## config.mk

```make
export PLATFORM = sky130hd
export DESIGN_NAME = pomodoro_phase_timer_core
export DESIGN_NICKNAME = d
export VERILOG_FILES = /design/src/ppt_pkg.sv /design/src/ppt_in_stage.sv /design/src/ppt_state.sv /design/src/ppt_out_stage.sv /design/src/pomodoro_phase_timer_core.sv
export VERILOG_INCLUDE_DIRS = /design/src /design/src/src
export SDC_FILE = /design/constraint.sdc
export NUM_CORES = 1
export LEC_CHECK = 0
export BUFFER_PORTS_ARGS = -buffer_cell sky130_fd_sc_hd__buf_2
export CORE_MARGIN = 5
export CORE_UTILIZATION = 62
export CTS_CLUSTER_SIZE = 24
export DETAILED_ROUTE_END_ITERATION = 10
export PLACE_DENSITY = 0.8
export SYNTH_ARGS = -nofsm -noshare
export SYNTH_HDL_FRONTEND = slang
export SYNTH_SLANG_ARGS = --single-unit
```

## constraint.sdc

```tcl
create_clock -name clk -period 15.8 [get_ports clk]
set_input_delay 0 -clock clk [delete_from_list [all_inputs] [get_ports clk]]
set_output_delay 0 -clock clk [all_outputs]
set_load 0.02 [all_outputs]
```

## src/pomodoro_phase_timer_core_assert.svh

```systemverilog
// Assertion macros for the pomodoro phase timer state logic.
`ifndef POMODORO_PHASE_TIMER_CORE_ASSERT_SVH
`define POMODORO_PHASE_TIMER_CORE_ASSERT_SVH

// Consequent must hold in the same cycle as the antecedent.
`define PPT_ASSERT_SAME(label, clk, rst_n, ante, cons, msg) \
	label: assert property (@(posedge clk) disable iff (!rst_n) (ante) |-> (cons)) \
		else $error(msg);

// Consequent must hold in the cycle after the antecedent.
`define PPT_ASSERT_NEXT(label, clk, rst_n, ante, cons, msg) \
	label: assert property (@(posedge clk) disable iff (!rst_n) (ante) |=> (cons)) \
		else $error(msg);

`endif

```

## src/ppt_pkg.sv

```systemverilog
// Types, constants and helper functions for the pomodoro phase timer.
package ppt_pkg;

	// Field widths.
	localparam int unsigned TIME_W   = 63;
	localparam int unsigned STEPS_W  = 8;
	localparam int unsigned SECS_W   = 13;
	localparam int unsigned SESS_W   = 16;
	localparam int unsigned PRESET_W = 2;

	// Stream widths: input tdata carries time and preset steps, tuser the command.
	localparam int unsigned S_TDATA_W = 72;
	localparam int unsigned S_TUSER_W = 2;
	localparam int unsigned M_TDATA_W = 40;

	// Number of presets; a power of two, so the wrap is a mask.
	localparam int unsigned PRESET_COUNT = 4;

	// One second is TICKS_ODD << TICKS_SHIFT microseconds (1000000).
	localparam int unsigned TICKS_SHIFT = 6;
	localparam int unsigned TICKS_ODD   = 15625;

	// Differences at or above 2^NEAR_W are longer than any phase.
	localparam int unsigned NEAR_W   = 33;
	localparam int unsigned SCALED_W = NEAR_W - TICKS_SHIFT;

	// Reciprocal of TICKS_ODD, exact for every SCALED_W-bit dividend.
	localparam int unsigned RECIP_SHIFT = SCALED_W + 14;
	localparam int unsigned RECIP_W     = 28;
	localparam longint unsigned RECIP_FULL =
		((64'd1 << RECIP_SHIFT) + 64'(TICKS_ODD) - 64'd1) / 64'(TICKS_ODD);
	localparam logic [RECIP_W-1:0] RECIP = RECIP_W'(RECIP_FULL);
	localparam int unsigned PROD_W = SCALED_W + RECIP_W;
	localparam int unsigned QUOT_W = PROD_W - RECIP_SHIFT;

	// Longest phase in seconds.
	localparam logic [SECS_W-1:0] PHASE_MAX = 13'd5400;

	// Phase lengths in seconds, per preset.
	localparam logic [SECS_W-1:0] WORK_SECS [PRESET_COUNT] =
		'{13'd1500, 13'd3000, 13'd3600, 13'd5400};
	localparam logic [SECS_W-1:0] BREAK_SECS [PRESET_COUNT] =
		'{13'd300, 13'd600, 13'd1200, 13'd1200};

	typedef enum logic [1:0] {
		CMD_TICK   = 2'd0,
		CMD_TOGGLE = 2'd1,
		CMD_PAUSE  = 2'd2,
		CMD_SELECT = 2'd3
	} cmd_t;

	typedef enum logic [1:0] {
		RUN_READY   = 2'd0,
		RUN_RUNNING = 2'd1,
		RUN_PAUSED  = 2'd2
	} run_state_t;

	typedef enum logic [1:0] {
		TOG_NONE    = 2'd0,
		TOG_STARTED = 2'd1,
		TOG_RESUMED = 2'd2,
		TOG_PAUSED  = 2'd3
	} toggle_t;

	// One command, last member in the lowest bits.
	typedef struct packed {
		logic [STEPS_W-1:0] preset_steps;
		logic [TIME_W-1:0]  now_time_us;
		cmd_t               cmd;
	} item_t;

	// One result, members listed from the highest tdata bit down.
	typedef struct packed {
		logic [SESS_W-1:0]   sessions;
		logic [SECS_W-1:0]   seconds_left;
		logic [PRESET_W-1:0] preset;
		logic                brk;
		run_state_t          run_state;
		logic                tick_advanced;
		toggle_t             toggle_outcome;
	} result_t;

	// Phase length for the given phase and preset.
	function automatic logic [SECS_W-1:0] phase_seconds(logic brk, logic [PRESET_W-1:0] idx);
		return brk ? BREAK_SECS[idx] : WORK_SECS[idx];
	endfunction

	// Whole seconds to microseconds: 15625 = 2^14 - 2^9 - 2^8 + 2^3 + 1, then << 6.
	function automatic logic [NEAR_W-1:0] sec_ticks(logic [SECS_W-1:0] secs);
		logic [NEAR_W-1:0] w;
		w = NEAR_W'(secs);
		return ((w << 14) - (w << 9) - (w << 8) + (w << 3) + w) << TICKS_SHIFT;
	endfunction

endpackage

```

## src/ppt_in_stage.sv

```systemverilog
// Input register stage for the pomodoro phase timer command stream.
module ppt_in_stage
	import ppt_pkg::*;
(
	input  logic  clk,
	input  logic  arst_n,
	input  logic  in_valid,
	output logic  in_ready,
	input  item_t in_item,
	input  logic  advance,
	output logic  valid_s1,
	output item_t item_s1
);

	// The stage takes a new command when empty or when its current one moves on.
	assign in_ready = !valid_s1 || advance;

	// Occupancy flag.
	always_ff @(posedge clk or negedge arst_n) begin
		if (!arst_n) begin
			valid_s1 <= 1'b0;
		end else if (in_valid && in_ready) begin
			valid_s1 <= 1'b1;
		end else if (advance) begin
			valid_s1 <= 1'b0;
		end
	end

	// Command payload.
	always_ff @(posedge clk) begin
		if (in_valid && in_ready) begin
			item_s1 <= in_item;
		end
	end

endmodule

```

## src/ppt_state.sv

```systemverilog
// Timer state registers and the single-pass command update logic.
`include "pomodoro_phase_timer_core_assert.svh"

module ppt_state
	import ppt_pkg::*;
(
	input  logic    clk,
	input  logic    arst_n,
	input  logic    en,
	input  item_t   item,
	output result_t result
);

	run_state_t          run_q, run_d;
	logic                in_break_q, in_break_d;
	logic [PRESET_W-1:0] preset_q, preset_d;
	logic [SECS_W-1:0]   secs_q, secs_d;
	logic [SESS_W-1:0]   sessions_q, sessions_d;
	logic [TIME_W-1:0]   mark_q, mark_d;

	logic                borrow;
	logic [TIME_W-1:0]   diff;
	logic                far;
	logic [SCALED_W-1:0] scaled;
	logic [PROD_W-1:0]   prod;
	logic [QUOT_W-1:0]   quot;
	logic                expire;
	logic                elapsed;
	logic                tick_live;
	logic                advanced;
	toggle_t             toggle;

	// Whole seconds since the mark; anything past NEAR_W bits ends any phase.
	always_comb begin : tick_math
		{borrow, diff} = {1'b0, item.now_time_us} - {1'b0, mark_q};
		far     = |diff[TIME_W-1:NEAR_W];
		scaled  = diff[NEAR_W-1:TICKS_SHIFT];
		prod    = PROD_W'(scaled) * PROD_W'(RECIP);
		quot    = prod[RECIP_SHIFT +: QUOT_W];
		expire  = far || (quot >= QUOT_W'(secs_q));
		elapsed = !borrow && (far || (quot != '0));
	end

	assign tick_live = (item.cmd == CMD_TICK) && (run_q == RUN_RUNNING) && elapsed;

	// Next run state.
	always_comb begin : run_next
		run_d = run_q;
		unique case (item.cmd)
			CMD_TICK: begin
				if (tick_live && expire) begin
					run_d = RUN_READY;
				end
			end
			CMD_TOGGLE: begin
				run_d = (run_q == RUN_RUNNING) ? RUN_PAUSED : RUN_RUNNING;
			end
			CMD_PAUSE: begin
				if (run_q == RUN_RUNNING) begin
					run_d = RUN_PAUSED;
				end
			end
			CMD_SELECT: begin
				run_d = run_q;
			end
		endcase
	end

	// Phase, preset, countdown, session count and second mark.
	always_comb begin : data_next
		in_break_d = in_break_q;
		preset_d   = preset_q;
		secs_d     = secs_q;
		sessions_d = sessions_q;
		mark_d     = mark_q;
		advanced   = 1'b0;
		toggle     = TOG_NONE;
		unique case (item.cmd)
			CMD_TICK: begin
				if (tick_live) begin
					advanced = 1'b1;
					if (expire) begin
						// The mark is not needed again until the next start.
						in_break_d = !in_break_q;
						if (!in_break_q && (sessions_q != '1)) begin
							sessions_d = sessions_q + 1'b1;
						end
						secs_d = phase_seconds(!in_break_q, preset_q);
					end else begin
						secs_d = secs_q - quot[SECS_W-1:0];
						mark_d = mark_q + TIME_W'(sec_ticks(quot[SECS_W-1:0]));
					end
				end
			end
			CMD_TOGGLE: begin
				if (run_q == RUN_RUNNING) begin
					toggle = TOG_PAUSED;
				end else begin
					toggle = (run_q == RUN_READY) ? TOG_STARTED : TOG_RESUMED;
					mark_d = item.now_time_us;
				end
			end
			CMD_PAUSE: begin
				mark_d = mark_q;
			end
			CMD_SELECT: begin
				// Preset count is a power of two, so floor modulo is a mask.
				if (run_q == RUN_READY) begin
					preset_d = preset_q + item.preset_steps[PRESET_W-1:0];
					secs_d   = phase_seconds(in_break_q, preset_d);
				end
			end
		endcase
	end

	// Result reflects the state after the command.
	always_comb begin : result_build
		result.toggle_outcome = toggle;
		result.tick_advanced  = advanced;
		result.run_state      = run_d;
		result.brk            = in_break_d;
		result.preset         = preset_d;
		result.seconds_left   = secs_d;
		result.sessions       = sessions_d;
	end

	// State registers, updated once per command transfer.
	always_ff @(posedge clk or negedge arst_n) begin
		if (!arst_n) begin
			run_q      <= RUN_READY;
			in_break_q <= 1'b0;
			preset_q   <= '0;
			secs_q     <= WORK_SECS[0];
			sessions_q <= '0;
			mark_q     <= '0;
		end else if (en) begin
			run_q      <= run_d;
			in_break_q <= in_break_d;
			preset_q   <= preset_d;
			secs_q     <= secs_d;
			sessions_q <= sessions_d;
			mark_q     <= mark_d;
		end
	end

	`PPT_ASSERT_SAME(a_secs_range, clk, arst_n, 1'b1,
		(secs_q != '0) && (secs_q <= PHASE_MAX), "seconds left out of range")
	`PPT_ASSERT_NEXT(a_sessions_mono, clk, arst_n, en,
		sessions_q >= $past(sessions_q), "session count went down")
	`PPT_ASSERT_NEXT(a_select_locked, clk, arst_n,
		en && (item.cmd == CMD_SELECT) && (run_q != RUN_READY),
		$stable(preset_q), "preset changed while not ready")
	`PPT_ASSERT_NEXT(a_expire_flips, clk, arst_n, en && tick_live && expire,
		(run_q == RUN_READY) && (in_break_q != $past(in_break_q)),
		"expiry did not flip the phase and return to ready")

endmodule

```

## src/ppt_out_stage.sv

```systemverilog
// Result register stage for the pomodoro phase timer result stream.
module ppt_out_stage
	import ppt_pkg::*;
(
	input  logic    clk,
	input  logic    arst_n,
	input  logic    load,
	input  result_t result_in,
	output logic    can_load,
	output logic    out_valid,
	input  logic    out_ready,
	output result_t result_s2
);

	logic valid_s2;

	// A new result may enter when empty or when the held one leaves.
	assign can_load  = !valid_s2 || out_ready;
	assign out_valid = valid_s2;

	// Occupancy flag.
	always_ff @(posedge clk or negedge arst_n) begin
		if (!arst_n) begin
			valid_s2 <= 1'b0;
		end else if (load) begin
			valid_s2 <= 1'b1;
		end else if (out_ready) begin
			valid_s2 <= 1'b0;
		end
	end

	// Result payload.
	always_ff @(posedge clk) begin
		if (load) begin
			result_s2 <= result_in;
		end
	end

endmodule

```

## src/pomodoro_phase_timer_core.sv

```systemverilog
// A command enters the input register, then its result enters the result register when that can load.
// Throughput: one command per cycle while m_tready is high; the update is a single pass between them.
// A stalled result holds in the result register while the next command waits in the input one.
// Reset (arst_n low, asynchronous): both stages empty, ready work phase of preset zero,
// 1500 seconds left, no sessions, second mark zero.
module pomodoro_phase_timer_core
	import ppt_pkg::*;
(
	input  logic                 clk,
	input  logic                 arst_n,
	input  logic                 s_tvalid,
	output logic                 s_tready,
	// now_time_us[62:0], preset_steps[70:63], zero fill [71]
	input  logic [S_TDATA_W-1:0] s_tdata,
	// cmd[1:0]
	input  logic [S_TUSER_W-1:0] s_tuser,
	output logic                 m_tvalid,
	input  logic                 m_tready,
	// toggle_outcome[1:0], tick_advanced[2], run_state_out[4:3], break_phase_out[5],
	// preset_out[7:6], seconds_left_out[20:8], sessions_out[36:21], zero fill [39:37]
	output logic [M_TDATA_W-1:0] m_tdata
);

	item_t   in_item;
	item_t   item_s1;
	logic    valid_s1;
	logic    can_load;
	logic    advance;
	result_t result_next;
	result_t result_s2;

	// Unpack the incoming command.
	always_comb begin : unpack
		in_item.cmd          = cmd_t'(s_tuser);
		in_item.now_time_us  = s_tdata[TIME_W-1:0];
		in_item.preset_steps = s_tdata[TIME_W +: STEPS_W];
	end

	// A held command is processed when the result register can take its result.
	assign advance = valid_s1 && can_load;

	ppt_in_stage u_in (
		.clk      (clk),
		.arst_n   (arst_n),
		.in_valid (s_tvalid),
		.in_ready (s_tready),
		.in_item  (in_item),
		.advance  (advance),
		.valid_s1 (valid_s1),
		.item_s1  (item_s1)
	);

	ppt_state u_state (
		.clk    (clk),
		.arst_n (arst_n),
		.en     (advance),
		.item   (item_s1),
		.result (result_next)
	);

	ppt_out_stage u_out (
		.clk       (clk),
		.arst_n    (arst_n),
		.load      (advance),
		.result_in (result_next),
		.can_load  (can_load),
		.out_valid (m_tvalid),
		.out_ready (m_tready),
		.result_s2 (result_s2)
	);

	// Pack the result, zero filled to whole bytes.
	assign m_tdata = M_TDATA_W'(result_s2);

endmodule

```

==> impl_metrics.yaml <==
critical_path:
  critPathBufInv: 11
  cp-end-kind: "flip-flop"
  required_ps: 16210
  max_stage_delay_ps: 690
  rrSetupSlack_ps: 790
  regToRegEndpoint: "u_state.mark_q[57]"
  reg2reg_from: "u_state.mark_q[6]"
  startpoint_type: "flip-flop"
  reg2reg_depth: 61
  crit_arrival_ps: 15420
  slowest_stage: "xor2_1"
  crit_type: "reg -> reg"
  critPathLaunch: "u_state.mark_q[6]"
  cp_max_fo: 9
  crit_family: "compound AO/OA/AOI/OAI gates"
route:
  wl_per_cell_um: 21.9
  drc: 0
  drt_wl_total_mm: 91.6
  antenna_left: 0
  drtIter0Drc: 2172
  viasPerCell: 6.24
  first_pass_iters: 9
  num_vias: 26100
hold_path:
  worstHoldPathType: "in -> reg"
  hold_end: "u_in.item_s1[1]"
  holdPathStages: 2
  min_from: "s_tuser[1]"
timing:
  setup_viol_count_final: 0
  slew_violations: 0
  timing.final.crit_share: 0.950
  setup-tns-final_ps: 0
  min_period_ps: 15010
  clock_skew_ps: 25.2
  finalWorstSetupSlack_ps: 789
  slew_headroom: 0.171
  worst_pin_slew_ps: 1240
  rsz0062_at_grt: "false"
  fmax_ghz: 0.0666
  hold_violations: 0
yosys:
  yosysWarnings: 0
  synthDistinctLibCells: 116
  async_reset_ff_frac: 0.488
  synth_area_leaders: "ha_1 18%, fa_1 18%, edfxtp_1 11%, dfrtp_1 7.8%, inv_1 7.3%"
  synthFlopType: "edfxtp_1"
  synth_top_area_cell: "ha_1"
  ys_top_cells_by_count: "574 x inv_1, 423 x ha_1, 259 x fa_1"
  synthCells: 3271
  synth_top_area_share: 0.180
  ys_seq_area_frac: 0.191
  postSynthAreaPerCell_um2: 8.98
  synth_edf_count: 104
  syn_area_um2: 29400
  synth_most_common_cell: "inv_1"
  ys_ff_latch: 203
global_route:
  antenna_found_initial: 1
  grt_first_pass_wirelength_mm: 144
  gr-usage-all-layers: 0.351
  grt_pass1_vias: 27100
  gr-total-overflow: 0
  grt_max_degree: 87
clock_tree:
  h-tree-depth: 1
  clock_path_buffers: 3
  cts-root-buf: "clkbuf_16"
  clkSinkCount: 203
  clock_latency_ps: 570
  clk_pin_slew_ps: 60
  cts_tree: "built"
  cts-buffers-inserted: 25
job:
  drv_cap: 0
cells_and_area:
  fin_nets: 4316
  final_cell_area_um2: 33300
  drive_gt1_frac: 0.118
  syn_to_final_growth_pct: 13.2
  utilization: 0.711
run_status:
  status: "completed"
placement:
  placed_area_um2: 31600
  dp_hpwl_mm: 74.1
  place.gp.congestion: 1.03
  portBuffers: 109
  pre_cts_slack_ps: 422
floorplan:
  die_w_um: 228
  die_h_um: 228
  io_pins: 120
  std_cell_rows: 79
  die-area_um2: 51800
  start_util: 0.628
  core_um2: 46800
worst register-to-register path: cells and delay by family (launching register included):
family / cells / cell delay [ps]
simple gates: 9 / 1290
flops: 1 / 430
compound gates: 24 / 5480
xor+xnor: 5 / 1420
fa+ha+maj: 12 / 4940
buf+inv: 11 / 1320
sequential cells by signal, summed over array words and instances, names as in the netlist:
signal and flops:
u_state.in_break_q 1, u_state.secs_q 13, u_out.out_valid 1, u_state.run_q 2, u_in.item_s1 67, u_state.mark_q 63, u_state.sessions_q 16, u_out.result_s2 37
u_in.valid_s1 1, u_state.preset_q 2
timing repair:
action | 4_1_cts | 5_1_grt
endpoints found under the hold margin | 110 | 0
hold buffers | 73 | 0
endpoints found under the setup margin | 0 | 36
buffers inserted | 0 | 1
resized for setup | 0 | 16
stage by stage:
stage,instances,hold slack (ps)
after floorplan,3273,-296
after global placement,4062,23.4
after detailed placement,4062,29.1
after CTS,4181,105
after global routing,4183,132
final,4183,130
metal layers:
metal,up-vias,track usage,part of all wire
li1,11900,-,-
met1,12600,0.415,0.37
met2,1193,0.606,0.48
met3,364,0.0646,0.071
met4,0,0.192,0.070
met5,-,0,0
area by class of cell:
class / count / area [µm²]
multi-input cells: 2395 / 21300
clock buffers: 30 / 664
fillers: 3517 / 13500
inverters: 579 / 2170
clock inverters: 16 / 175
repair buffers: 352 / 2580
well taps: 607 / 759
flip-flops and latches: 203 / 5610
diodes: 1 / 2.50
cells by family after synthesis:
logic type | share of synthesized area
and+or+nand+nor | 0.129
AOI/OAI and AO/OA | 0.174
muxes | 0.0112
buffers and inverters | 0.0883
adders and majority gates | 0.357
other | 0.000128
xor gates and xnor gates | 0.0495
DFF | 0.191
how the worst max path moves through the flow:
stage / endpoint / slack (ps) / depth (start not counted)
2_1_floorplan: u_state.mark_q[57] / 1790 / 60
3_3_place_gp: u_state.mark_q[57] / 650 / 58
3_5_place_dp: u_state.mark_q[57] / 420 / 58
4_1_cts: u_state.mark_q[57] / 340 / 58
5_1_grt: u_state.mark_q[57] / 20 / 62
6_report: u_state.mark_q[57] / 790 / 61
placed cells by master (no fill, tap or decap), drive strengths merged, types with 92 or more instances in the layout:
cell    instances
a21oi         239
dfrtp          92
nand2         195
buf           280
edfxtp        104
ha            423
fa            259
inv           583
nor2          167
o21ai         147
Power is not shown: default switching activity piles up to over one toggle a cycle in this logic, so the estimate is an artifact.
